==> config.mk <==
export PLATFORM = sky130hd
export DESIGN_NAME = rtp_sqrt_stage
export DESIGN_NICKNAME = d
export VERILOG_FILES = /design/src/rtl/core/rtp_sqrt_stage.sv
export SDC_FILE = /design/constraint.sdc
export NUM_CORES = 1
export LEC_CHECK = 0
export ABC_CLOCK_PERIOD_IN_PS = 5130
export BUFFER_PORTS_ARGS = -buffer_cell sky130_fd_sc_hd__buf_2
export CORE_AREA = 2 2 114 61
export DETAILED_ROUTE_END_ITERATION = 10
export DIE_AREA = 0 0 116 63
export PLACE_DENSITY = 0.83
export RECOVER_POWER = 25
export SLEW_MARGIN = 0
export SYNTH_ARGS = -nofsm -noshare
export SYNTH_HDL_FRONTEND = slang
export SYNTH_SLANG_ARGS = --single-unit
==> constraint.sdc <==
create_clock -name clk -period 5.13 [get_ports clk]
set_input_delay 0.513 -clock clk [delete_from_list [all_inputs] [get_ports clk]]
set_output_delay 0.513 -clock clk [all_outputs]
set_load 0.005 [all_outputs]
==> src/rtl/core/rtp_sqrt_stage.sv <==
`default_nettype none

module rtp_sqrt_stage #(
  parameter int W = 16
) (
  input  wire logic             clk,
  input  wire logic             en,
  input  wire logic [2*W-1:0]   n_in,
  input  wire logic [W+1:0]     rem_in,
  input  wire logic [W-1:0]     root_in,
  output logic [2*W-1:0]        n_out,
  output logic [W+1:0]          rem_out,
  output logic [W-1:0]          root_out
);

  logic [W+3:0] rem_sh;
  logic [W+3:0] trial;
  logic [W+3:0] diff;
  logic         take;

  // Bring down the next two radicand bits and try a one in this root bit
  assign rem_sh = {rem_in, n_in[2*W-1:2*W-2]};
  assign trial  = {2'b00, root_in, 2'b01};
  assign take   = (rem_sh >= trial);
  assign diff   = rem_sh - trial;

  always_ff @(posedge clk) begin
    if (en) begin
      n_out <= {n_in[2*W-3:0], 2'b00};
      if (take) begin
        rem_out  <= diff[W+1:0];
        root_out <= {root_in[W-2:0], 1'b1};
      end else begin
        rem_out  <= rem_sh[W+1:0];
        root_out <= {root_in[W-2:0], 1'b0};
      end
    end
  end

endmodule

`default_nettype wire

### Yosys cells after proc, flatten, opt, wreduce, memory -nomap -nowiden

Cells that the tools add are included.

* add/sub/neg operators: 1
* multipliers: 0
* div/mod/pow operators: 0
* order comparisons: 1
* eq/ne operators: 0
* shift-type cells: 0
* multiplexer cells: 2
* bitwise gates (word level): 0
* reduce and logical (&&, ||, !) cells: 0

Operators by type and width (count)
* >= comparator 20 x 18 -> 1 bit: 1
* two-way mux 18 bit: 1
* subtractor 18 bit: 1
* two-way mux 1 bit: 1

* register bits after elaboration: 64
* latch bits: 0
* RAM bits: 0
* ROM bits: 0
* input port bits: 68
* output and inout port bits: 66
* logic and storage cells: 7
* memories: 0

### Depth between registers and ports, before layout

* depth in word-level cells: 2
* gate-level depth with buffers: 11
* mapped depth without buffers: 9

### Least setup slack after synthesis

No wires, ideal clock.

* path kind: input-to-reg
* start: input port root_in[7]
* end: register rem_out[10] (data pin)
* setup time: 260 ps
* arrival time: 2227 ps
* required time: 4870 ps
* path slack: 2643 ps
* stages on the path: 11
* path buffers: 2
* cell sequence: inv_1 -> ha_1 -> buf_2 -> nand2_1 -> nor2_1 -> nand3_1 -> nor2_1 -> o21ai_2 -> o211ai_4 -> buf_6 -> mux2_2

* word-level cells in the longest chain between the ends: 2
* elaborated cells between the ends (all ways): 3
* those cells by class: add/sub: 1; order compare: 1; mux: 1

RTL lines
* from (decl): RTL line 10 `input wire logic [W-1:0] root_in,`
* >= comparator 20 x 18 -> 1 bit: RTL line 24 `assign take = (rem_sh >= trial);`
* named net take: RTL line 19 `logic take;`
* two-way mux 18 bit: RTL line 30 `if (take) begin`
* to (signal assigned): RTL line 31 `rem_out <= diff[W+1:0];`
* to (signal assigned): RTL line 34 `rem_out <= rem_sh[W+1:0];`
* to (decl): RTL line 12 `output logic [W+1:0] rem_out,`

The timed path passes the listed nets, and every way through them passes these cells.
A chain may end at the register's enable or synchronous reset.

### Final worst setup path

* start: input port root_in[7]
* end: register rem_out[6] (data pin)

* word-level cells in the longest chain between the ends: 2

RTL lines (RTL line)
* >= comparator 20 x 18 -> 1 bit: 24
* two-way mux 18 bit: 30

No other way between the ends.

==> results <==
- After clock tree synthesis, the repair step resized 0 gates.
- The number of warnings printed during yosys synthesis is 0.
- Summed over all instances, the cell type with the most area after synthesis is sky130_fd_sc_hd__edfxtp_1.
- The areal power density over the cells is about 380 nW/um^2.
- For this run, the detailed router's first-pass iteration total came to 6.
- By area, the combinational part of the netlist is dominated by compound AO/OA/AOI/OAI gates.
- Summed over all layers, the global routing overflow is 0.
- The final standard cell count with taps included and fillers excluded is 465.
- The analysis attributes to cell leakage a power of 1.847 nW.
- The cell-internal power is 0.001241 W.
- In the post-synthesis netlist, the cell with the most instances is sky130_fd_sc_hd__edfxtp_1.
- The net switching fraction of the power is 22.99%.
- The adder-cell area share of the yosys netlist is 7.177%.
- The die footprint is 7308 sq um.
- The buffer levels on the longest clock path is 2.
- The DRC violations left is 0.
- The global-route wire length before repair is about 11000 microns.
- Entering global routing, the biggest net connects 36 pins.
- The power consumption is 0.001611 W.
- After clock tree synthesis, the clock-pin slew on the worst setup and hold paths is 0.06 ns.
- IR analysis of the VDD net gives a maximum drop of 0.2209 mV.
- The number of placed instances, taps included, is ~450.
- The number of clock buffers inserted by TritonCTS is 9.
- Dividing the synthesized area by the synthesized cell count gives around 14 sq um.
- The chip width is 116 microns.
- Adding up every negative setup slack in the final design gives 0 ns.
- The root cell of the clock tree is sky130_fd_sc_hd__clkbuf_16.
- In this run the vertical extent of the chip is 63 microns.
- The area of the core is 6359 sq um.
- The layout cell share with drive strength beyond 1 is 42.36%.
- The number of flops mapped to enable cells by yosys is 64.
- The synthesized netlist contains 43 unique library cells.
- The count of buffers inserted at the top-level ports is about 130.
- The setup slack of the critical path after layout is 2.460 ns.
- The number of buffers inserted by hold repair at cts is 0.
- The number of max-slew violations in the final report is 31.
- The area fraction in and, or, nand and nor cells after synthesis is 7.137%.
- Once detail routing completed, the nets flagged for antenna violations numbered 0.
- The part of the total power dissipated in the clock network is 43.3%.
- The final core utilization is 66.27%.
- The critical path class is input port to flip-flop.
- The total count of hold-check failures in the final report is 0.
- The number of top-level pins is 134.
- The maximum net fanout on the critical path is 19.
- The count of standard-cell rows is 21.
- Of the post-synthesis cell area, the dominant cell type holds around three fifths.
- The number of fill cells is a little over 500.
- The synthesized netlist cell count is 230.
- For this run, the top clock speed supported by timing is 374.5 MHz.
- Global routing used 19.87% of the available tracks.
- Data on the critical path arrives at its endpoint at 2.75 ns.
- The actual slew at the worst max-slew pin is 1.661 ns.
- The synthesized netlist devotes 10.41% of its cell area to compound gates.
- The min-delay analysis places its worst path in the category input port to flip-flop.
- The total wire length after detailed routing is 7133 microns.
- The final layout contains 454 nets.
- The clock tree from TritonCTS is done.
- The fraction of the cycle the final worst path needs is between 50% and 60%.
- The share of async-settable or async-resettable flops after synthesis is 0%.
- The via count of the first global-routing pass is 2222.
- Once the floorplan was initialized, standard cells occupied around half of the core.
- By count the netlist is led by sky130_fd_sc_hd__edfxtp_1, sky130_fd_sc_hd__inv_1, sky130_fd_sc_hd__ha_1.
- Counting every sink on the clock net gives 64.
- The post-synthesis cell area is 3138 sq um.
- The vias per cell is 5.110.
- Setup repair after global routing left no endpoint under its margin.
- The synthesized flop and latch total is between 60 and 70.
- The flow ran to the end, but the final reports show violations.
- The register area share after synthesis is between 60 and 70%.
- The total number of vias is 2376.
- The worst slew margin relative to its limit is -10.72%.
- Combinational logic burns 16.1% of the power.
- Buffers added to address setup during post-CTS repair amount to 0.
- Data on the critical path is required at its endpoint by around 5.2 ns.
- The critical path startpoint category is an input port.
- The starting DRC count in detailed routing is 123.
- The final reports fail on capacitance limit, slew limit.
- The routed wirelength normalized by instance count is around 15 microns.
- The initial antenna violation count is 0.
- The clock tree synthesis step divided the H-tree into 3 levels.
- The sum of net half-perimeters after detailed placement is 5311 microns.
- After synthesis, the cell types taking the most area are sky130_fd_sc_hd__edfxtp_1, sky130_fd_sc_hd__ha_1, sky130_fd_sc_hd__mux2_2.
- The fraction of synthesized area in multiplexers is 6.340%.
- The synthesis-to-layout area growth is 34.29%.
- The post-route minimum period is 2.670 ns.
- The congestion estimate from routability-driven global placement came to 0.8977.
- The number of antenna diodes in the final layout is 0.
- STA classifies the critical path endpoint as a flip-flop.
- The max-cap violation count is 1.
- In the synthesized netlist the dominant register cell turns out to be sky130_fd_sc_hd__edfxtp_1.
- Prior to clock tree synthesis, the placed netlist has a worst setup slack of roughly 2.2 ns.
- The analysis attributes to net switching a power of 0.0003705 W.
- The synthesized netlist devotes ~3.9% of its cell area to XOR and XNOR gates.
- The proportion of power drawn by flip-flops and latches is roughly 40%.
- The final setup violation count is 0.
==> stage by stage <==
| stage | cell area, sq um | hold slack (ns) |
|---|---|---|
| detailed placement | 3880 | 0.6911 |
| global placement | 3880 | 0.6894 |
| finish | 4214 | 0.3550 |
| CTS | 4224 | 0.3472 |
| global route | 4214 | 0.3466 |
| floorplan | 3142 | 0.6119 |
==> layer usage <==
layer / routed length, microns / track usage, % / share of wire (%)
met1: 3235 / 26.62 / 45
met2: 3111 / 29.46 / 44
met3: 705 / 8.341 / 9.9
met4: 81 / 6.250 / 1.1
met5: 0 / 0 / 0
==> critical path, cell delays in order <==
cell                       delay, ns
sky130_fd_sc_hd__clkbuf_1       0.10
sky130_fd_sc_hd__inv_1          0.05
sky130_fd_sc_hd__ha_1           0.42
sky130_fd_sc_hd__a21oi_1        0.11
sky130_fd_sc_hd__o21ai_1        0.26
sky130_fd_sc_hd__a31oi_1        0.21
sky130_fd_sc_hd__o211ai_4       0.65
sky130_fd_sc_hd__mux2_2         0.42
==> state kept, by name, indices dropped and copies added, names as in the netlist <==
| name | flops |
|---|---|
| rem_out | 18 |
| root_out | 16 |
| n_out | 30 |
==> placed cells by master (no fill, tap or decap), drive strengths merged, types with 10 or more instances in the layout <==
cell type  instances
a21oi             15
buf              124
clkbuf            17
edfxtp            64
ha                18
inv               21
mux2              15
nand2             12
nor2              11
xnor2             10
==> final cells by class <==
type                            count  area [sq um]  share of cell area, %
Sequential cell                    64          1922                  45.61
Inverter                           20         75.07                  1.781
Timing Repair Buffer              132         653.1                  15.50
Clock inverter                      7         118.9                  2.821
Clock buffer                        9         225.2                  5.344
Multi-Input combinational cell    141          1105                  26.22
Tap cell                           92         115.1                  2.732
==> cell families after synthesis <==
kind of cell / count (synthesis)
flops: 64
buf+inv: 26
fa+ha+maj: 18
mux: 18
other cells: 1
compound gates: 43
xor+xnor: 14
simple gates: 46
==> power by group through the flow <==
stage / Clock, W / Combinational (W) / Sequential, W
2_1_floorplan: 0 / 0.000135 / 0.000673
3_3_place_gp: 0 / 0.000250 / 0.000663
3_5_place_dp: 0 / 0.000258 / 0.000665
4_1_cts: 0.000708 / 0.000261 / 0.000656
5_1_grt: 0.000731 / 0.000286 / 0.000660
6_report: 0.000698 / 0.000259 / 0.000655
==> final timing paths <==
path                   start    endpoint  cells past startpoint
setup / recovery  root_in[7]  rem_out[6]                      8
hold / removal      n_in[12]   n_out[14]                      1
No activity file was read; power rests on OpenSTA's default activity.
