==> src/rtl/core/rtp_out_buf.sv <==
`default_nettype none

module rtp_out_buf #(
  parameter int DW = 32
) (
  input  wire logic          clk,
  input  wire logic          rst,
  input  wire logic          in_valid,
  input  wire logic [DW-1:0] in_data,
  output logic               in_ready,
  output logic               m_tvalid,
  input  wire logic          m_tready,
  output logic [DW-1:0]      m_tdata
);

  logic          skid_valid;
  logic [DW-1:0] skid_data;

  assign in_ready = !skid_valid;

  always_ff @(posedge clk) begin
    if (rst) begin
      m_tvalid   <= 1'b0;
      skid_valid <= 1'b0;
    end else if (!skid_valid) begin
      if (!m_tvalid || m_tready) begin
        m_tvalid <= in_valid;
      end else if (in_valid) begin
        skid_valid <= 1'b1;
      end
    end else if (m_tready) begin
      m_tvalid   <= 1'b1;
      skid_valid <= 1'b0;
    end
  end

  // Park the incoming result in the skid slot while the output is stalled
  always_ff @(posedge clk) begin
    if (!skid_valid) begin
      if (!m_tvalid || m_tready) begin
        m_tdata <= in_data;
      end else begin
        skid_data <= in_data;
      end
    end else if (m_tready) begin
      m_tdata <= skid_data;
    end
  end

endmodule

`default_nettype wire

==> config.mk <==
export PLATFORM = sky130hd
export DESIGN_NAME = rtp_out_buf
export DESIGN_NICKNAME = d
export VERILOG_FILES = /design/src/rtl/core/rtp_out_buf.sv
export SDC_FILE = /design/constraint.sdc
export NUM_CORES = 1
export LEC_CHECK = 0
export BUFFER_PORTS_ARGS = -buffer_cell sky130_fd_sc_hd__buf_2
export CORE_ASPECT_RATIO = 1.75
export CORE_MARGIN = 1
export CORE_UTILIZATION = 30
export CTS_CLUSTER_DIAMETER = 200
export DETAILED_ROUTE_END_ITERATION = 10
export PLACE_DENSITY_LB_ADDON = 0.05
export SLEW_MARGIN = 30
export SYNTH_ARGS = -nofsm -noshare
export SYNTH_HDL_FRONTEND = slang
export SYNTH_SLANG_ARGS = --single-unit
==> constraint.sdc <==
create_clock -name clk -period 4.4 [get_ports clk]
set_input_delay 0.88 -clock clk [delete_from_list [all_inputs] [get_ports clk]]
set_output_delay 0.88 -clock clk [all_outputs]
set_load 0.02 [all_outputs]
# ---- Yosys cells after proc, flatten, opt, wreduce, memory -nomap -nowiden
# Index checks and enable logic that the tools add are counted.
dict set report word_totals {
  reg_bits 66
  in_bits 36
  output_inout_bits 34
  elab_cells 23
}
dict set report op_classes {
  n_eq_ne 1
  n_mux 10
  bitwise_logic 2
  n_reduce_logical 6
}
# cell count
set ops {}
lappend ops {{2-to-1 mux 32 bit} 3}
lappend ops {{2-to-1 mux 1 bit} 7}
lappend ops {{AND reduction 2 bit} 2}
lappend ops {{zero test 1 bit} 2}
lappend ops {{!= test 2 bit (second input constant)} 1}
lappend ops {{inverter 1 bit} 2}
lappend ops {{nonzero test 2 bit} 1}
lappend ops {{logical OR 1 bit} 1}

# ---- Logic depth before layout (Yosys ltp)
# Gate-level depths: netlist of the first run.
dict set report logic_depth {
  ltp_word 4
  mapped_depth 4
  ltp_nobuf 2
}

# ---- Least setup slack after synthesis of the first run
# No wires, ideal clock.
dict set report synth_path {
  path_type {input to register}
  startpoint {input port m_tready}
  endpoint {register skid_data[0] (enable)}
  setup_ns 0.468
  t_arrival_ns 3.257
  required_ns 3.932
  path_slack_ns 0.675
  stages 1
  n_path_buf 0
  cell_sequence {nor3b_1}
}
dict set report synth_via {
  elab_chain_cells 3
}
# item line
set synth_lines {}
lappend synth_lines {{start: declaration} 12} ;# input wire logic m_tready,
lappend synth_lines {{logical OR 1 bit} 40} ;# if (!m_tvalid || m_tready) begin
lappend synth_lines {{inverter 1 bit (no line)} -}
lappend synth_lines {{AND reduction 2 bit (no line)} -}
lappend synth_lines {{end signal: assignment} 43} ;# skid_data <= in_data;
lappend synth_lines {{end: declaration} 17} ;# logic [DW-1:0] skid_data;
# No other way between the ends.
# A chain may end at the register's enable or synchronous reset.

# ---- Final worst setup path of the first run
dict set report layout_path {
  startpoint {register skid_valid}
  endpoint {output port in_ready}
}
dict set report layout_via {
  elab_chain_cells 1
}
# item line
set layout_lines {}
lappend layout_lines {{start: declaration} 16} ;# logic skid_valid;
lappend layout_lines {{start signal: assignment} 24} ;# skid_valid <= 1'b0;
lappend layout_lines {{start signal: assignment} 29} ;# skid_valid <= 1'b1;
lappend layout_lines {{start signal: assignment} 33} ;# skid_valid <= 1'b0;
lappend layout_lines {{zero test 1 bit} -}
lappend layout_lines {{end: declaration} 10} ;# output logic in_ready,
# No other way between the ends.

==> results of run 1 <==
sequential cells by signal, indices dropped and copies added (netlist names):
signal / count
skid_data: 32
m_tvalid: 1
m_tdata: 32
skid_valid: 1
worst min-delay path by stage:
stage / slack (ps) / endpoint / startpoint
after global placement: 530 / m_tdata[10]$_DFFE_PP_ / skid_data[10]$_DFFE_PP_
final: 540 / m_tdata[5]$_DFFE_PP_ / skid_data[5]$_DFFE_PP_
after floorplan: 520 / m_tdata[0]$_DFFE_PP_ / skid_data[0]$_DFFE_PP_
after detailed placement: 530 / m_tdata[3]$_DFFE_PP_ / skid_data[3]$_DFFE_PP_
after global routing: 560 / m_tdata[26]$_DFFE_PP_ / skid_data[26]$_DFFE_PP_
after CTS: 550 / m_tdata[5]$_DFFE_PP_ / skid_data[5]$_DFFE_PP_
worst reg2reg max path, cell delays in order (launching register included):
cell and delay (ps):
dfxtp_4 530, o21bai_4 630, buf_16 230
routing by layer:
| layer | GRT usage (%) | wire length [µm] | part of all wire, % | vias to the layer above |
|---|---|---|---|---|
| met1 | 12.1 | 1790 | 41 | 623 |
| met2 | 17.0 | 2150 | 49 | 50 |
| met3 | 5.29 | 342 | 7.8 | 6 |
| met4 | 6.38 | 82 | 1.9 | 0 |
| li1 | - | - | - | 592 |
| met5 | 0 | 0 | 0 | - |
Yosys cell counts:
cell	number
nand2b_1	1
mux2_2	17
mux2i_1	1
buf_6	3
o21bai_1	1
nor3b_1	1
inv_1	1
buf_2	1
edfxtp_1	64
dfxtp_1	2
nor3_1	1
a21oi_1	2
mux2_4	15
kinds of logic after synthesis:
kind of cell | Yosys count | share of synthesized area [%]
multiplexers | 33 | 17.3
AND/OR/NAND/NOR | 3 | 0.761
buffers and inverters | 5 | 1.72
AO/OA/AOI/OAI | 3 | 0.710
flip-flops | 66 | 79.5
power by group through the flow:
stage	combinational, mW	clock (mW)	sequential (mW)
final	0.125	0.605	0.748
after global routing	0.134	0.655	0.752
after CTS	0.125	0.627	0.749
after detailed placement	0.124	0	0.761
after global placement	0.121	0	0.761
after floorplan	0.0394	0	0.793
stage by stage:
stage / hold WS, ps / instances / total power, mW / instance area [µm²] / utilization [%]
finish: 545 / 283 / 1.48 / 3200 / 40.1
floorplan: 523 / 110 / 0.832 / 2470 / -
global route: 559 / 283 / 1.54 / 3200 / 40.1
global placement: 531 / 266 / 0.883 / 2910 / 36.6
detailed placement: 531 / 266 / 0.885 / 2910 / 36.6
CTS: 548 / 282 / 1.50 / 3170 / 39.8
area by class of cell:
cell class | count | area, µm²
clock buffers | 11 | 233
multi-input cells | 39 | 479
inverters | 1 | 3.75
fillers | 770 | 4770
flip-flops and latches | 66 | 1970
well taps | 90 | 113
repair buffers | 71 | 380
clock inverters | 5 | 21.3
==> out/results.tsv, run 1 <==
metric	value	unit
Root Buffer	clkbuf_16	
Max Cap Viol	0	
area delta synth->final	29.5	%
Setup TNS Final	0	ps
Net Count, Synth	146	
syn avg cell area	22.4	µm²
largest net degree at the start of global routing	39	
Worst R2R Setup Slack	2710	ps
DP Worst Slack	2430	ps
post-synthesis register bit count	66	
CTS sink cnt	66	
CTS clk-pin slew, worst paths	50	ps
Global Route Usage Sum	10.9	%
hpwl dp	2730	µm
most frequent cells in the layout	buf_2 (69), edfxtp_1 (64), mux2_2 (17)	
wire per inst	15.4	µm
Worst R2R Start	skid_valid$_SDFF_PP0_	
Rel. slew slack	54.5	%
port bufs	69	
Die X-Extent	70.6	µm
vias in the first global route	1355	
Worst Setup Start Kind	register	
slowest cell delay on critical path	740	ps
IO Count	70	
final worst slack	2210	ps
CTS max path bufs	2	
Tightest Pin Transition	681	ps
Final Hold Violating Endpoints	0	
worst-path cell chain	inv_1 > buf_2	
layout cells sized above 1	60.6	%
R2R Path End	m_tdata[20]$_DFFE_PP_	
Critical Path End	in_ready	
Seq pwr share	50.6	%
failing checks	DRC	
gpl congestion	0.716	
skew final	4.29	ps
first-pass GRT wire length	6760	µm
Hold WC Path Type	register to register	
Switch Pwr	0.316	mW
TritonRoute pass-1 iters	7	
H-tree Lvls	3	
Power Dens Cells	463	nW/µm²
Max Clk Rate	457	MHz
Final Cycle Share	49.8	%
Worst path top cell family by delay	flip-flops	
Worst setup EP type	output pin	
Synth top area share	77.9	%
Synth area leaders	edfxtp_1 (78%), mux2_4 (9.1%), mux2_2 (7.8%), dfxtp_1 (1.6%), buf_6 (1.4%)	
WP data required	3520	ps
core area	7960	µm²
global route overflow	0	
initial antenna violation count	0	
Antenna diodes	0	
Synth Instances	110	
Vias	1271	
Yosys cell types	13	
Comb pwr share	8.5	%
YS warnings	0	
post-synthesis sequential area ratio	79.5	%
CP max stage cell	dfxtp_4	
TritonCTS clock tree	yes	
Power Internal	1.16	mW
Clock Power Share	40.9	%
crit-path max FO	38	
total wire length	4360	µm
CTS Buf Count	9	
floorplan row count	43	
Post-CTS Setup Bufs	0	
status	finished with violations	
RSZ-0062 raised after global routing	false	
Setup CP Type	register to output pin	
Worst Setup SP	skid_valid$_SDFF_PP0_	
CP arrival	1310	ps
die area	8610	µm²
Worst-Skew Late Latency	320	ps
drc violations	8	
Initial DRC Count	94	
post-CTS resize count	0	
Cells on Worst Hold Path	1	
layout net count	224	
Initial Util	31.0	%
via-per-instance ratio	4.49	
fin crit period	2190	ps
maximum VDD drop	0.197	mV
Final Max Slew Viols	0	
mapped cell area	2470	µm²
worst-case reg-to-reg path depth	2	
Worst Path Buf+Inv	2	
Yosys top cell by area	edfxtp_1	
commonest non-fill, non-tap cell in the layout	buf_2	
Critical Path Stages	2	
Net Sw Frac	21.4	%
Die H	122	µm
CTS hold repair buffers	0	
Pleak	1.24	nW
setup violators final	0	
post-route ant nets	0	
(Power assumes the default switching activity.)
==> run 2, diff against run 1 <==
--- a/config.mk
+++ b/config.mk
@@ -5,6 +5,7 @@
 export SDC_FILE = /design/constraint.sdc
 export NUM_CORES = 1
 export LEC_CHECK = 0
+export ABC_AREA = 1
 export BUFFER_PORTS_ARGS = -buffer_cell sky130_fd_sc_hd__buf_2
 export CORE_ASPECT_RATIO = 1.75
 export CORE_MARGIN = 1
==> constraint.sdc (replaced) <==
create_clock -name clk -period 2.1 [get_ports clk]
set_input_delay 0.42 -clock clk [delete_from_list [all_inputs] [get_ports clk]]
set_output_delay 0.42 -clock clk [all_outputs]
set_load 0.02 [all_outputs]
==> out/results.tsv, run 2 <==
metric	value	unit
Die X-Extent	70.7	µm
TritonCTS clock tree	yes	
Yosys top cell by area	edfxtp_1	
Net Count, Synth	219	
Synth Instances	183	
Antenna diodes	0	
post-CTS resize count	0	
slowest cell delay on critical path	610	ps
Root Buffer	clkbuf_16	
core area	7960	µm²
crit-path max FO	34	
Seq. cell area	1960	µm²
Initial Util	31.1	%
hpwl dp	3120	µm
largest registers	m_tdata (32), skid_data (32)	
skew final	4.12	ps
wire per inst	13.2	µm
commonest non-fill, non-tap cell in the layout	nand2_1	
CP arrival	1380	ps
Hold WC Path Type	input port to register	
Inst Count DP	340	
first-pass GRT wire length	7710	µm
Power Internal	2.53	mW
WP data required	1680	ps
Net Sw Frac	21.7	%
Die H	122	µm
Post-CTS Setup Bufs	0	
final non-filler cell total	356	
syn avg cell area	13.5	µm²
Final Cycle Share	85.6	%
Yosys cell types	11	
setup violators final	0	
Rel. slew slack	69.5	%
drc violations	10	
YS warnings	0	
layout net count	297	
RSZ-0062 raised after global routing	false	
fin crit period	1800	ps
floorplan row count	43	
post-synthesis sequential area ratio	79.2	%
mapped cell area	2480	µm²
Worst Hold Launch	rst	
top post-synthesis cells by count	nand2_1 (93), edfxtp_1 (64), nand2_2 (10)	
CP max stage cell	dfxtp_2	
worst-path cell chain	inv_6 > buf_2	
most frequent cells in the layout	nand2_1 (93), buf_2 (69), edfxtp_1 (64)	
CTS clk-pin slew, worst paths	50	ps
CTS hold repair buffers	0	
Top FF cell, synth	edfxtp_1	
Setup TNS Final	0	ps
Power Dens Cells	1010	nW/µm²
CTS Buf Count	9	
Initial DRC Count	107	
Worst setup EP type	output pin	
CTS max path bufs	2	
maximum VDD drop	0.557	mV
Max Cap Viol	0	
port bufs	69	
Seq pwr share	48.4	%
largest net degree at the start of global routing	35	
status	finished with violations	
Pleak	1.39	nW
total wire length	4690	µm
H-tree Lvls	3	
area delta synth->final	29.0	%
global route overflow	0	
Synth top area share	77.6	%
count leader, synth	nand2_1	
Tightest Pin Transition	457	ps
Setup CP Type	register to output pin	
Fillers	817	
Final Max Slew Viols	0	
post-synthesis register bit count	66	
vias in the first global route	1549	
layout cells sized above 1	38.0	%
Worst Setup SP	skid_valid$_SDFF_PP0_	
Post-synth ARST share	0	%
failing checks	DRC	
multi-input logic area	432	µm²
Vias	1505	
TritonRoute pass-1 iters	7	
Global Route Usage Sum	12.5	%
Worst R2R Start	skid_valid$_SDFF_PP0_	
via-per-instance ratio	4.23	
Synth area leaders	edfxtp_1 (78%), nand2_1 (14%), nand2_2 (2.5%), dfxtp_1 (1.6%), buf_6 (1.4%)	
gpl congestion	0.668	
Switch Pwr	0.704	mW
post-route ant nets	0	
CTS sink cnt	66	
Final Hold Violating Endpoints	0	
initial antenna violation count	0	
Post-synth EDFFs	64	
IO Count	70	
Comb pwr share	8.1	%
Clock Power Share	43.5	%
die area	8640	µm²
Max Clk Rate	556	MHz
Worst Setup Start Kind	register	
Worst-Skew Late Latency	330	ps
hold_ws	259	ps
==> run 2: cell types whose count changed after synthesis, sizes merged <==
cell,previous run,this run
nor3,1,0
nand2,0,103
nor2,0,2
buf,4,7
o21bai,1,0
a21oi,2,1
mux2i,1,0
inv,1,4
nor3b,1,0
nand2b,1,0
mux2,32,0
==> run 2: power by group through the flow <==
stage	clock network, mW	registers, mW	logic (mW)
floorplan	0	1.67	0.0746
global placement	0	1.59	0.270
detailed placement	0	1.59	0.270
CTS	1.46	1.57	0.270
global route	1.51	1.57	0.291
finish	1.41	1.57	0.262
==> run 2: per-stage QoR <==
step	area, µm²	setup WS, ps	power, mW	utilization [%]
floorplan	2480	256	1.74	-
global placement	2910	599	1.86	36.5
detailed placement	2910	588	1.86	36.5
CTS	3200	223	3.30	40.1
global route	3200	172	3.37	40.1
finish	3200	303	3.24	40.1
==> run 2: worst max-delay path: cells and delay by family, from the launching register on <==
kind / cells / cell delay, ps
DFF: 1 / 610
buffers and inverters: 2 / 430
==> run 2: kinds of logic after synthesis <==
| kind of cell | count (synthesis) | synth area share (%) |
|---|---|---|
| buffers and inverters | 11 | 3.69 |
| AO/OA/AOI/OAI | 1 | 0.202 |
| flip-flops | 66 | 79.2 |
| AND/OR/NAND/NOR | 105 | 16.9 |
==> run 2: final timing paths <==
kind                                         endpoint  cells past startpoint  slack, ps
worst max register to register   m_tdata[6]$_DFFE_PP_                      4        700
worst min-delay path            skid_valid$_SDFF_PP0_                      2        260
worst min register to register  m_tdata[31]$_DFFE_PP_                      2        510
worst max-delay path                         in_ready                      2        300
==> run 2: final cells by class <==
cell class / count / area share [%]
Multi-Input combinational cell: 106 / 13.5
Inverter: 4 / 0.626
Timing Repair Buffer: 74 / 12.0
Tap cell: 90 / 3.52
Clock inverter: 7 / 1.88
Clock buffer: 9 / 7.05
Sequential cell: 66 / 61.4
==> run 2: routing by layer <==
layer / vias up / share of wire [%] / routed length (µm) / track usage [%]
met5: - / 0 / 0 / 0
met4: 0 / 2.8 / 132 / 7.50
met3: 11 / 7.0 / 327 / 5.42
met2: 53 / 50 / 2340 / 19.9
met1: 670 / 40 / 1890 / 13.8
li1: 771 / - / - / -
