**src/rtl/core/rtp_pkg.sv**
```systemverilog
`default_nettype none

package rtp_pkg;

  // Angle word: signed Q3.13 radians
  localparam int ANGLE_W = 16;

  // Fraction bits added below the integer coordinates in the CORDIC datapath
  localparam int GUARD_BITS = 16;

  localparam logic signed [ANGLE_W-1:0] HALF_PI_Q13 = 16'sd12868;
  localparam logic signed [ANGLE_W-1:0] PI_Q13      = 16'sd25736;

  // round(atan(2^-i) * 8192), zero from i = 14 on
  localparam logic signed [ANGLE_W-1:0] ATAN_TABLE [0:31] = '{
    16'sd6434, 16'sd3798, 16'sd2007, 16'sd1019, 16'sd511, 16'sd256, 16'sd128, 16'sd64,
    16'sd32,   16'sd16,   16'sd8,    16'sd4,    16'sd2,   16'sd1,   16'sd0,   16'sd0,
    16'sd0,    16'sd0,    16'sd0,    16'sd0,    16'sd0,   16'sd0,   16'sd0,   16'sd0,
    16'sd0,    16'sd0,    16'sd0,    16'sd0,    16'sd0,   16'sd0,   16'sd0,   16'sd0
  };

  // How the final angle is formed
  typedef enum logic [2:0] {
    ANG_CORDIC,
    ANG_ZERO,
    ANG_PI,
    ANG_POS_HALF,
    ANG_NEG_HALF
  } angle_case_t;

endpackage

`default_nettype wire

```
**src/rtl/core/rtp_cordic_stage.sv**
```systemverilog
`default_nettype none

module rtp_cordic_stage #(
  parameter int CW    = 34,
  parameter int SHIFT = 0
) (
  input  wire logic                               clk,
  input  wire logic                               en,
  input  wire logic signed [CW-1:0]               x_in,
  input  wire logic signed [CW-1:0]               y_in,
  input  wire logic signed [rtp_pkg::ANGLE_W-1:0] z_in,
  output logic signed [CW-1:0]                    x_out,
  output logic signed [CW-1:0]                    y_out,
  output logic signed [rtp_pkg::ANGLE_W-1:0]      z_out
);
  import rtp_pkg::*;

  localparam logic signed [ANGLE_W-1:0] ATAN = ATAN_TABLE[SHIFT];

  logic signed [CW-1:0] x_sh;
  logic signed [CW-1:0] y_sh;

  // Arithmetic shifts round toward minus infinity
  assign x_sh = x_in >>> SHIFT;
  assign y_sh = y_in >>> SHIFT;

  // Rotate toward the x axis: direction follows the sign of y
  always_ff @(posedge clk) begin
    if (en) begin
      if (!y_in[CW-1]) begin
        x_out <= x_in + y_sh;
        y_out <= y_in - x_sh;
        z_out <= z_in + ATAN;
      end else begin
        x_out <= x_in - y_sh;
        y_out <= y_in + x_sh;
        z_out <= z_in - ATAN;
      end
    end
  end

endmodule

`default_nettype wire

```
**config.mk**
```make
export PLATFORM = sky130hd
export DESIGN_NAME = rtp_cordic_stage
export DESIGN_NICKNAME = d
export VERILOG_FILES = /design/src/rtl/core/rtp_pkg.sv /design/src/rtl/core/rtp_cordic_stage.sv
export SDC_FILE = /design/constraint.sdc
export NUM_CORES = 1
export LEC_CHECK = 0
export ABC_AREA = 1
export BUFFER_PORTS_ARGS = -buffer_cell sky130_fd_sc_hd__buf_4
export CORE_MARGIN = 10
export CORE_UTILIZATION = 55
export CTS_BUF_LIST = sky130_fd_sc_hd__clkbuf_16
export DETAILED_ROUTE_END_ITERATION = 10
export GPL_TIMING_DRIVEN = 1
export HOLD_SLACK_MARGIN = 0.06
export MAX_ROUTING_LAYER = met4
export PLACE_DENSITY = 0.78
export SYNTH_ARGS = -nofsm -noshare
export SYNTH_HDL_FRONTEND = slang
export SYNTH_SLANG_ARGS = --single-unit
export TNS_END_PERCENT = 1
```
**constraint.sdc**
```tcl
create_clock -name clk -period 6.5 [get_ports clk]
set_clock_uncertainty 0.15 [all_clocks]
set_input_delay 1.3 -clock clk [delete_from_list [all_inputs] [get_ports clk]]
set_output_delay 1.3 -clock clk [all_outputs]
set_load 0.01 [all_outputs]
```
======== After elaboration in Yosys (flattened, before gate mapping) ========
Index checks and enable logic that the tools add are counted.
storage, ports and cells
  flip-flop bits (word level) ............. 84
  logic and storage cells ................. 11
operators by class
  mux-type cells .......................... 3
  add/subtract/negate cells ............... 5
operators by type and width
  operator                                              count
  2-to-1 mux 34 bit                                     2
  subtractor 34 bit                                     2
  adder 34 bit                                          1
  adder 16 x 14 -> 16 bit (second input constant)       1
  2-to-1 mux 16 bit                                     1
  subtractor 16 x 14 -> 16 bit (second input constant)  1

======== Longest topological paths before layout ========
Gate-level depths: netlist of run 1.
  word-level depth ........................ 2
  depth in mapped cells ................... 17
  depth with buffers taken out ............ 16

======== Least setup slack after synthesis of run 1 ========
No wires, ideal clock.
  path kind ............................... input to register
  start ................................... in y_in[33]
  end ..................................... reg z_out[12] (netlist bit), data pin
  data required time ...................... 6091 ps
  setup slack ............................. 2990 ps
  cell stages on the path ................. 11
  setup time .............................. 259 ps
  arrival ................................. 3102 ps
  cells stage by stage .................... inv_1 -> clkbuf_1 -> buf_2 -> ha_1 -> a21o_1 -> a21oi_1 -> inv_1 -> a21o_1 -> nand2_1 -> nand2_1 -> xor2_1
between the ends
  word-level cells in the longest chain between the ends .. 1
ends and longest elaborated chain
  item                    line                    source
  start: declaration      rtp_cordic_stage.sv:10  input wire logic signed [CW-1:0] y_in,
  2-to-1 mux 16 bit       rtp_cordic_stage.sv:30  if (!y_in[CW-1]) begin
  end signal: assignment  rtp_cordic_stage.sv:33  z_out <= z_in + ATAN;
  end signal: assignment  rtp_cordic_stage.sv:37  z_out <= z_in - ATAN;
  end: declaration        rtp_cordic_stage.sv:14  output logic signed [rtp_pkg::ANGLE_W-1:0] z_out
Every way passes these cells.
A chain may end at the register's enable or synchronous reset.

======== Worst setup path after layout of run 1 ========
  start ................................... in y_in[33]
  end ..................................... reg z_out[13] (netlist bit), data pin
Same word-level chain as after synthesis.

==> run summary, run 1 <==
routed vias - 11210
cells along the critical path - buf_4, inv_2, fa_1, o21ai_0, a21oi_1, inv_1, nand2_1, nand2_1, nand2_1, nand2_1, xor2_1
TritonCTS buffer count - 9
top_reg_cell synth - edfxtp_1
DR pass1 iterations - 6
core area - 18580 µm²
setup violators final - 0
Die Width - 157.0 µm
Slew Limit Fails - 0
full die area - 24660 µm²
nets@finish - 1956
HP Class - in -> reg
EDFF count, synth - 83
DP HPWL - 28950 µm
crit-path max cell delay - 0.63 ns
row cnt - 50
FF+latch count, synth - 83
routed length per instance - 17.60 µm
worst vdd ir - 0.1348 mV
leak pwr - 6.267 nW
post-placement cell area - 11640 µm²
antenna violations before repair - 1
worst-margin pin slew - 1.067 ns
cell with the largest stage delay on the worst path - buf_4
routability cong. - 1.003
Critical Path Start Type - input port
critical path class - in -> reg
vias in the first global route - 10670
Critical Path Fanout Max - 67
DR iter-0 viols - 1147
first-pass GRT wire length - 54730 µm
fin crit period - 3.800 ns
maximum root-to-sink buffer count - 2
Starting Density - 0.5558
CTS tree - done
most frequent cell on the critical path - nand2_1
Seq/Total Area, Yosys - 0.2413
Detail Route Antenna Nets - 0
Post-CTS Setup Inserts - 0
max cap viols - 0
worst hold endpoint - z_out[0]
Syn-to-layout area delta - 15.53%
clock sinks - 83
total gr overflow - 0
period utilization - 0.5847
post_cts resized - 0
PwrDens - 188.0 nW/µm²
RSZ-0062 raised after global routing - no
largest net degree at the start of global routing - 84
Syn Area/Cell - 6.391 µm²
IO buf count - 169
setup_tns - 0 ns
fmax - 263.1 MHz
DRC - 0
post-DR vias/cell - 5.629
hold path cells - 1
area of the mapped netlist - 10330 µm²
Reg clk slew, reported paths - 0.06 ns
Hold Startpoint - z_in[0]
Crit path buffers/inverters - 3
hold_buf cts - 0
final hold violations - 0
WL final - 35060 µm
Synth Instances - 1616
asr flop ratio synth - 0
CTS Root Cell - clkbuf_16
required time worst endpoint - 6.46 ns
Die Ht - 157.0 µm
status - complete, no violations
proportion of layout cells with a drive suffix above 1 - 0.1116
distinct cell type count after synthesis - 38
Worst setup EP type - register
Post-Syn Nets - 1819
Slew HR - 0.2889
crit path DAT - 3.76 ns
All-Layer GR Usage - 0.2876
CTS H-tree lvls - 3
design area - 11930 µm²
io pins - 170
Yosys warnings - 0
delay-heaviest family, CP - buffers and inverters
[cells by family after synthesis]
| logic type | count (synthesis) | share of synthesized area |
|---|---|---|
| simple gates | 813 | 0.3261 |
| buf+inv | 304 | 0.1189 |
| compound gates | 255 | 0.1313 |
| fa+ha+maj | 117 | 0.1447 |
| flops | 83 | 0.2413 |
| xor+xnor | 41 | 0.03477 |
| mux | 3 | 0.002908 |
[worst max-delay path by stage]
stage / from / to / slack [ns] / cells after the start
after CTS: y_in[33] / z_out[13] / 2.74 / 11
final: y_in[33] / z_out[13] / 2.70 / 11
after floorplan: y_in[33] / z_out[12] / 2.99 / 11
after global routing: y_in[33] / z_out[13] / 2.51 / 11
after detailed placement: y_in[33] / z_out[13] / 2.37 / 11
after global placement: y_in[33] / z_out[12] / 2.45 / 10
[power by group]
| group | internal [mW] | switching [mW] |
|---|---|---|
| logic | 0.356 | 0.634 |
| registers | 0.694 | 0.0224 |
| clock network | 0.294 | 0.244 |
| total | 1.34 | 0.900 |
[flip-flops by register name (all words and copies together), names as in the netlist]
register	flops
z_out	16
x_out	34
y_out	33
[metal layers]
metal  up-vias  routed length (µm)  part of all wire  global-route usage
li1       5489                   -                 -                   -
met1      5097               15740              0.45              0.3842
met2       576               15590              0.44              0.4501
met3        51                3062             0.087             0.03930
met4         0                 674             0.019             0.07703
met5         -                   0                 0                   -
[synthesized netlist by cell type (all sizes together), types with 5 or more instances]
master  instances  area share
a21o            5      0.0036
a21oi         127       0.062
buf            34       0.021
clkbuf         10      0.0036
edfxtp         83        0.24
ha            113        0.14
inv           260       0.094
nand2         477        0.17
nand3         164       0.079
nand4          12      0.0073
nor2          127       0.047
nor3           20       0.010
o21ai          94       0.046
o21bai         14       0.010
o22ai           5      0.0030
xor2           37       0.031
[through the flow]
stage	utilization	setup slack [ns]	hold WS, ns	total power [mW]	cells
6_report	0.6422	2.700	0.9733	2.243	1992
5_1_grt	0.6422	2.505	0.9749	2.374	1992
4_1_cts	0.6420	2.742	0.9755	2.226	1991
3_5_place_dp	0.6267	2.373	1.335	1.697	1976
3_3_place_gp	0.6267	2.451	1.331	1.682	1976
2_1_floorplan	-	2.990	1.249	1.325	1616
[layout by cell type (no fill, tap or decap), types with 8 or more instances in the layout]
cell type  Yosys  final
a21oi_1      126    126
buf_4         19    170
clkbuf_16      0      9
edfxtp_1      83     83
ha_1         113    113
inv_1        259    259
nand2_1      476    476
nand3_1      164    164
nand4_1       12     12
nor2_1       125    125
nor3_1        19     19
o21ai_0       86     86
o21ai_1        8      8
o21bai_1      14     14
xor2_1        37     37
[final cells by class]
class                           count  area, µm²
Sequential cell                    83       2492
Multi-Input combinational cell   1229       6608
Tap cell                          234      292.8
Antenna cell                        1      2.502
Timing Repair Buffer              170       1276
Clock inverter                      6      58.81
Fill cell                        1832       6649
Inverter                          260      975.9
Clock buffer                        9      225.2
Note: power is estimated with default switching activity, not from simulation.
==> inputs of run 2 (changes only) <==
--- a/config.mk
+++ b/config.mk
@@ -5,7 +5,7 @@
 export SDC_FILE = /design/constraint.sdc
 export NUM_CORES = 1
 export LEC_CHECK = 0
-export ABC_AREA = 1
+export ABC_AREA = 0
 export BUFFER_PORTS_ARGS = -buffer_cell sky130_fd_sc_hd__buf_4
 export CORE_MARGIN = 10
 export CORE_UTILIZATION = 55
@@ -14,7 +14,7 @@
 export GPL_TIMING_DRIVEN = 1
 export HOLD_SLACK_MARGIN = 0.06
 export MAX_ROUTING_LAYER = met4
-export PLACE_DENSITY = 0.78
+export PLACE_DENSITY = 0.79
 export SYNTH_ARGS = -nofsm -noshare
 export SYNTH_HDL_FRONTEND = slang
 export SYNTH_SLANG_ARGS = --single-unit
==> constraint.sdc (replaced) <==
create_clock -name clk -period 4 [get_ports clk]
set_clock_uncertainty 0.15 [all_clocks]
set_input_delay 0.8 -clock clk [delete_from_list [all_inputs] [get_ports clk]]
set_output_delay 0.8 -clock clk [all_outputs]
set_load 0.01 [all_outputs]
==> run 2 against run 1 <==
Compared with the run above: worst hold slack got worse by 0.50 ns; highest routed layer unchanged; final area shrank 8.8%; total power grew 60%; critical path depth increased by 2.
==> run summary, run 2 <==
routed vias - 8502
Post-Syn Nets - 1241
Reg clk slew, reported paths - 0.07 ns
routability cong. - 0.9785
commonest non-fill, non-tap cell in the layout - buf_4
All-Layer GR Usage - 0.2572
Synth top area share - 0.2821
FF+latch count, synth - 83
CTS H-tree lvls - 3
fillcell total - 1346
post-DR vias/cell - 5.859
first-pass GRT wire length - 44110 µm
most frequent cells in the layout - buf_4, a21oi_1, ha_1
Detail Route Antenna Nets - 0
mux cell area share after synthesis - 0.01926
Worst setup EP type - register
worst vdd ir - 0.2211 mV
Final Util - 0.6877
max cap viols - 0
vias in the first global route - 8241
post-placement cell area - 10590 µm²
IO buf count - 169
Compound-Gate Fraction of Synth Area - 0.2525
Post-CTS Setup Inserts - 0
PwrDens - 330.5 nW/µm²
max reg flops - 34
Yosys warnings - 0
Area contributors post-synth - edfxtp_1, ha_1, a21oi_1, xnor2_1, inv_1
asr flop ratio synth - 0
Syn-to-layout area delta - 23.19%
Critical Path Start Type - input port
FF/Latch Area - 2492 µm²
post_cts resized - 0
CTS Root Cell - clkbuf_16
cell with the largest stage delay on the worst path - nor4_1
critical path class - in -> reg
routed length per instance - 19.32 µm
area of the mapped netlist - 8836 µm²
design area - 10890 µm²
total gr overflow - 0
RSZ-0062 raised after global routing - no
Largest regs - x_out (34), y_out (33), z_out (16)
Synth Instances - 1038
row cnt - 46
Seq/Total Area, Yosys - 0.2821
full die area - 21540 µm²
leak pwr - 4.895 nW
antenna violations before repair - 0
DP HPWL - 22650 µm
period utilization - 0.9106
top_reg_cell synth - edfxtp_1
proportion of layout cells with a drive suffix above 1 - 0.2138
io pins - 170
Critical Path Fanout Max - 4
ANT cells - 0
top-count cell post-synth - a21oi_1
Synth top cells by count - a21oi_1, ha_1, inv_1
setup violators final - 0
cell accounting for the most synthesized area - edfxtp_1
final hold violations - 0
XOR/XNOR Fraction of Synth Area - 0.07732
hold_buf cts - 0
worst slack at placement - 0.04840 ns
CTS tree - done
required time worst endpoint - 3.93 ns
DRC - 0
DR pass1 iterations - 5
nets@finish - 1433
status - complete, no violations
core area - 15830 µm²
Slew HR - 0.2645
worst-margin pin slew - 1.103 ns
fin crit period - 3.642 ns
delay-heaviest family, CP - simple AND/OR/NAND/NOR gates
crit path DAT - 3.57 ns
distinct cell type count after synthesis - 75
Post-Synth Adder-Cell Area - 0.1691
Die Ht - 146.8 µm
Final WS setup - 0.3576 ns
HP Class - in -> reg
largest net degree at the start of global routing - 84
EDFF count, synth - 83
largest family of logic cells by synthesized area - compound AO/OA/AOI/OAI gates
WL final - 28030 µm
DR iter-0 viols - 738
cells along the critical path - buf_4, inv_1, ha_1, nor4_1, buf_4, a2111oi_0, nor3_1, a22oi_1, a211oi_1, o21ai_1, nor2_1, a221oi_2, xor2_1
fmax - 274.5 MHz
maximum root-to-sink buffer count - 2
TritonCTS buffer count - 9
Starting Density - 0.5583
clock sinks - 83
crit-path max cell delay - 0.42 ns
Die Width - 146.8 µm
Crit path buffers/inverters - 3
most frequent cell on the critical path - buf_4
setup_tns - 0 ns
Multi-input gate area - 5724 µm²
Slew Limit Fails - 0
largest register by flop count - x_out
Syn Area/Cell - 8.512 µm²
Simple-Gate Fraction of Synth Area - 0.1297
==> run 2: changes by cell type after synthesis, moves of 10 or more <==
cell      change
nor2_1       -37
buf_4        -13
o21ai_0      -15
nand2b_1     +15
a21o_1       +15
a31oi_1      +10
nand3_1     -152
nand2_1     -428
xor2_1       -25
inv_1       -158
mux2i_1      +14
xnor2_1      +62
==> run 2: final timing paths <==
kind  depth (start not counted)     start        end
min                           1   z_in[0]   z_out[0]
max                          13  x_in[16]  y_out[30]
==> run 2: per-stage QoR <==
| stage | std cells | power, mW | hold slack (ns) |
|---|---|---|---|
| 4_1_cts | 1451 | 3.598 | 0.4632 |
| 6_report | 1451 | 3.598 | 0.4770 |
| 3_5_place_dp | 1435 | 2.756 | 0.8321 |
| 5_1_grt | 1451 | 3.791 | 0.4702 |
| 2_1_floorplan | 1038 | 2.097 | 0.7489 |
| 3_3_place_gp | 1435 | 2.736 | 0.8281 |
==> run 2: report_power, final <==
part	switching [mW]	leakage, nW	internal (mW)	total (mW)
sequential	0.0431	0.812	1.16	1.20
clock	0.361	0.141	0.482	0.843
combinational	0.870	3.94	0.683	1.55
total	1.27	4.90	2.32	3.60
==> run 2: routing by layer <==
layer | share of wire | track usage
met2 | 0.45 | 0.3963
met5 | 0 | -
met4 | 0.017 | 0.05856
met3 | 0.089 | 0.04699
met1 | 0.45 | 0.3448
==> run 2: cells by family (layout without fill, tap and decap cells) <==
logic type	count (synthesis)	after routing
xor+xnor	78	78
flops	83	83
buf+inv	154	351
simple gates	240	240
mux	17	17
compound gates	349	349
fa+ha+maj	117	117
==> run 2: layout make-up <==
cell class | count | area share
Clock inverter | 7 | 0.006207
Sequential cell | 83 | 0.2290
Clock buffer | 9 | 0.02069
Multi-Input combinational cell | 801 | 0.5259
Tap cell | 216 | 0.02483
Inverter | 109 | 0.03759
Timing Repair Buffer | 226 | 0.1559
==> inputs of run 3 (changes only) <==
--- a/config.mk
+++ b/config.mk
@@ -15,6 +15,7 @@
 export HOLD_SLACK_MARGIN = 0.06
 export MAX_ROUTING_LAYER = met4
 export PLACE_DENSITY = 0.79
+export RECOVER_POWER = 100
 export SYNTH_ARGS = -nofsm -noshare
 export SYNTH_HDL_FRONTEND = slang
 export SYNTH_SLANG_ARGS = --single-unit
==> run 3 against run 2 <==
Compared with the run above: the flow now finishes with violations (max-capacitance violations, max-slew violations); via count rose by 0.42%; non-clock buffer count stayed put; first-iteration DRC count down 0.81%; count of clock-buffer cells in the layout did not move; cell count is the same; critical endpoint is now x_out[27]; largest power group unchanged.
==> run summary, run 3 (same netlist as run 2, synthesis figures left out) <==
status - finished, violations left
failing checks - max-capacitance violations, max-slew violations
largest net degree at the start of global routing - 84
fin crit period - 3.820 ns
first-pass GRT wire length - 44110 µm
cells along the critical path - clkbuf_1, inv_1, ha_1, o21a_1, o31a_1, o41ai_1, buf_4, o21a_1, o21ai_0, a21oi_1, o311ai_0, o21ai_0, xnor2_1
routed vias - 8538
Detail Route Antenna Nets - 0
PwrDens - 330.4 nW/µm²
met3 wire length - 2577 µm
worst slack at placement - 0.04840 ns
leak pwr - 4.552 nW
Die Ht - 146.8 µm
Crit path buffers/inverters - 3
DRC - 0
HP Class - in -> reg
Multi-input gate area - 5707 µm²
WL met2 - 12470 µm
Final WS setup - 0.1802 ns
full die area - 21540 µm²
dpl cells - 1435
CTS H-tree lvls - 3
worst vdd ir - 0.2165 mV
Post-CTS Setup Inserts - 0
critical path class - in -> reg
required time worst endpoint - 4.00 ns
hold_buf cts - 0
Slew Limit Fails - 84
commonest non-fill, non-tap cell in the layout - buf_4
Largest regs - x_out (34), y_out (33), z_out (16)
Starting Density - 0.5583
most frequent cells in the layout - buf_4, a21oi_1, ha_1
setup_tns - 0 ns
total gr overflow - 0
Hold Startpoint - z_in[0]
fillcell total - 1458
Die Width - 146.8 µm
DP HPWL - 22650 µm
post-DR vias/cell - 5.884
CTS Root Cell - clkbuf_16
RSZ-0062 raised after global routing - no
crit path DAT - 3.82 ns
core area - 15830 µm²
IO buf count - 169
CTS tree - done
crit-path max cell delay - 0.50 ns
Layout Cells excl Fill - 1451
design area - 10510 µm²
DR top layer - met4
Critical Path Fanout Max - 11
clock sinks - 83
FF/Latch Area - 2492 µm²
nets@finish - 1433
routed length on met1 - 12570 µm
max reg flops - 34
post-placement cell area - 10590 µm²
All-Layer GR Usage - 0.2572
Worst setup EP type - register
proportion of layout cells with a drive suffix above 1 - 0.1352
fmax - 261.8 MHz
cell with the largest stage delay on the worst path - ha_1
post_cts resized - 0
Syn-to-layout area delta - 18.99%
Slew HR - -0.4060
routed length per instance - 19.40 µm
io pins - 170
DR pass1 iterations - 5
maximum root-to-sink buffer count - 2
TritonCTS buffer count - 9
hold path cells - 1
worst hold endpoint - z_out[0]
final hold violations - 0
routability cong. - 0.9785
WL final - 28150 µm
ANT cells - 0
Critical Path Start Type - input port
antenna violations before repair - 0
largest register by flop count - x_out
Final Util - 0.6643
delay-heaviest family, CP - compound AO/OA/AOI/OAI gates
DR iter-0 viols - 732
period utilization - 0.9550
Reg clk slew, reported paths - 0.06 ns
vias in the first global route - 8241
setup violators final - 0
max cap viols - 1
worst-margin pin slew - 2.109 ns
row cnt - 46
-- run 3: report_power, final --
part           switching, mW  internal, mW
clock                  0.360         0.482
combinational          0.869         0.562
sequential            0.0404          1.16
-- run 3: through the flow --
step | hold WS, ns | power (mW)
2_1_floorplan | 0.7489 | 2.097
3_3_place_gp | 0.8281 | 2.736
3_5_place_dp | 0.8321 | 2.756
4_1_cts | 0.4632 | 3.598
5_1_grt | 0.4928 | 3.668
6_report | 0.4988 | 3.474
-- run 3: worst max-delay path by stage --
stage,start,to,slack [ns],cells after the start
after floorplan,y_in[33],z_out[15],0.41,13
after global placement,x_in[16],y_out[30],0.02,13
after detailed placement,x_in[16],y_out[30],0.05,13
after CTS,x_in[0],y_out[26],0.39,13
after global routing,x_in[2],x_out[31],0.12,14
final,x_in[2],x_out[27],0.18,13
-- run 3: metal layers --
metal,vias to the layer above,track usage
met4,0,0.05856
li1,4093,-
met5,-,-
met1,3970,0.3448
met3,41,0.04699
met2,434,0.3963
-- run 3: final cells by class --
cell class	count	share of cell area
flip-flops and latches	83	0.2371
clock buffers	9	0.02142
inverters	109	0.03891
repair buffers	226	0.1277
well taps	216	0.02571
multi-input cells	801	0.5428
clock inverters	7	0.006426
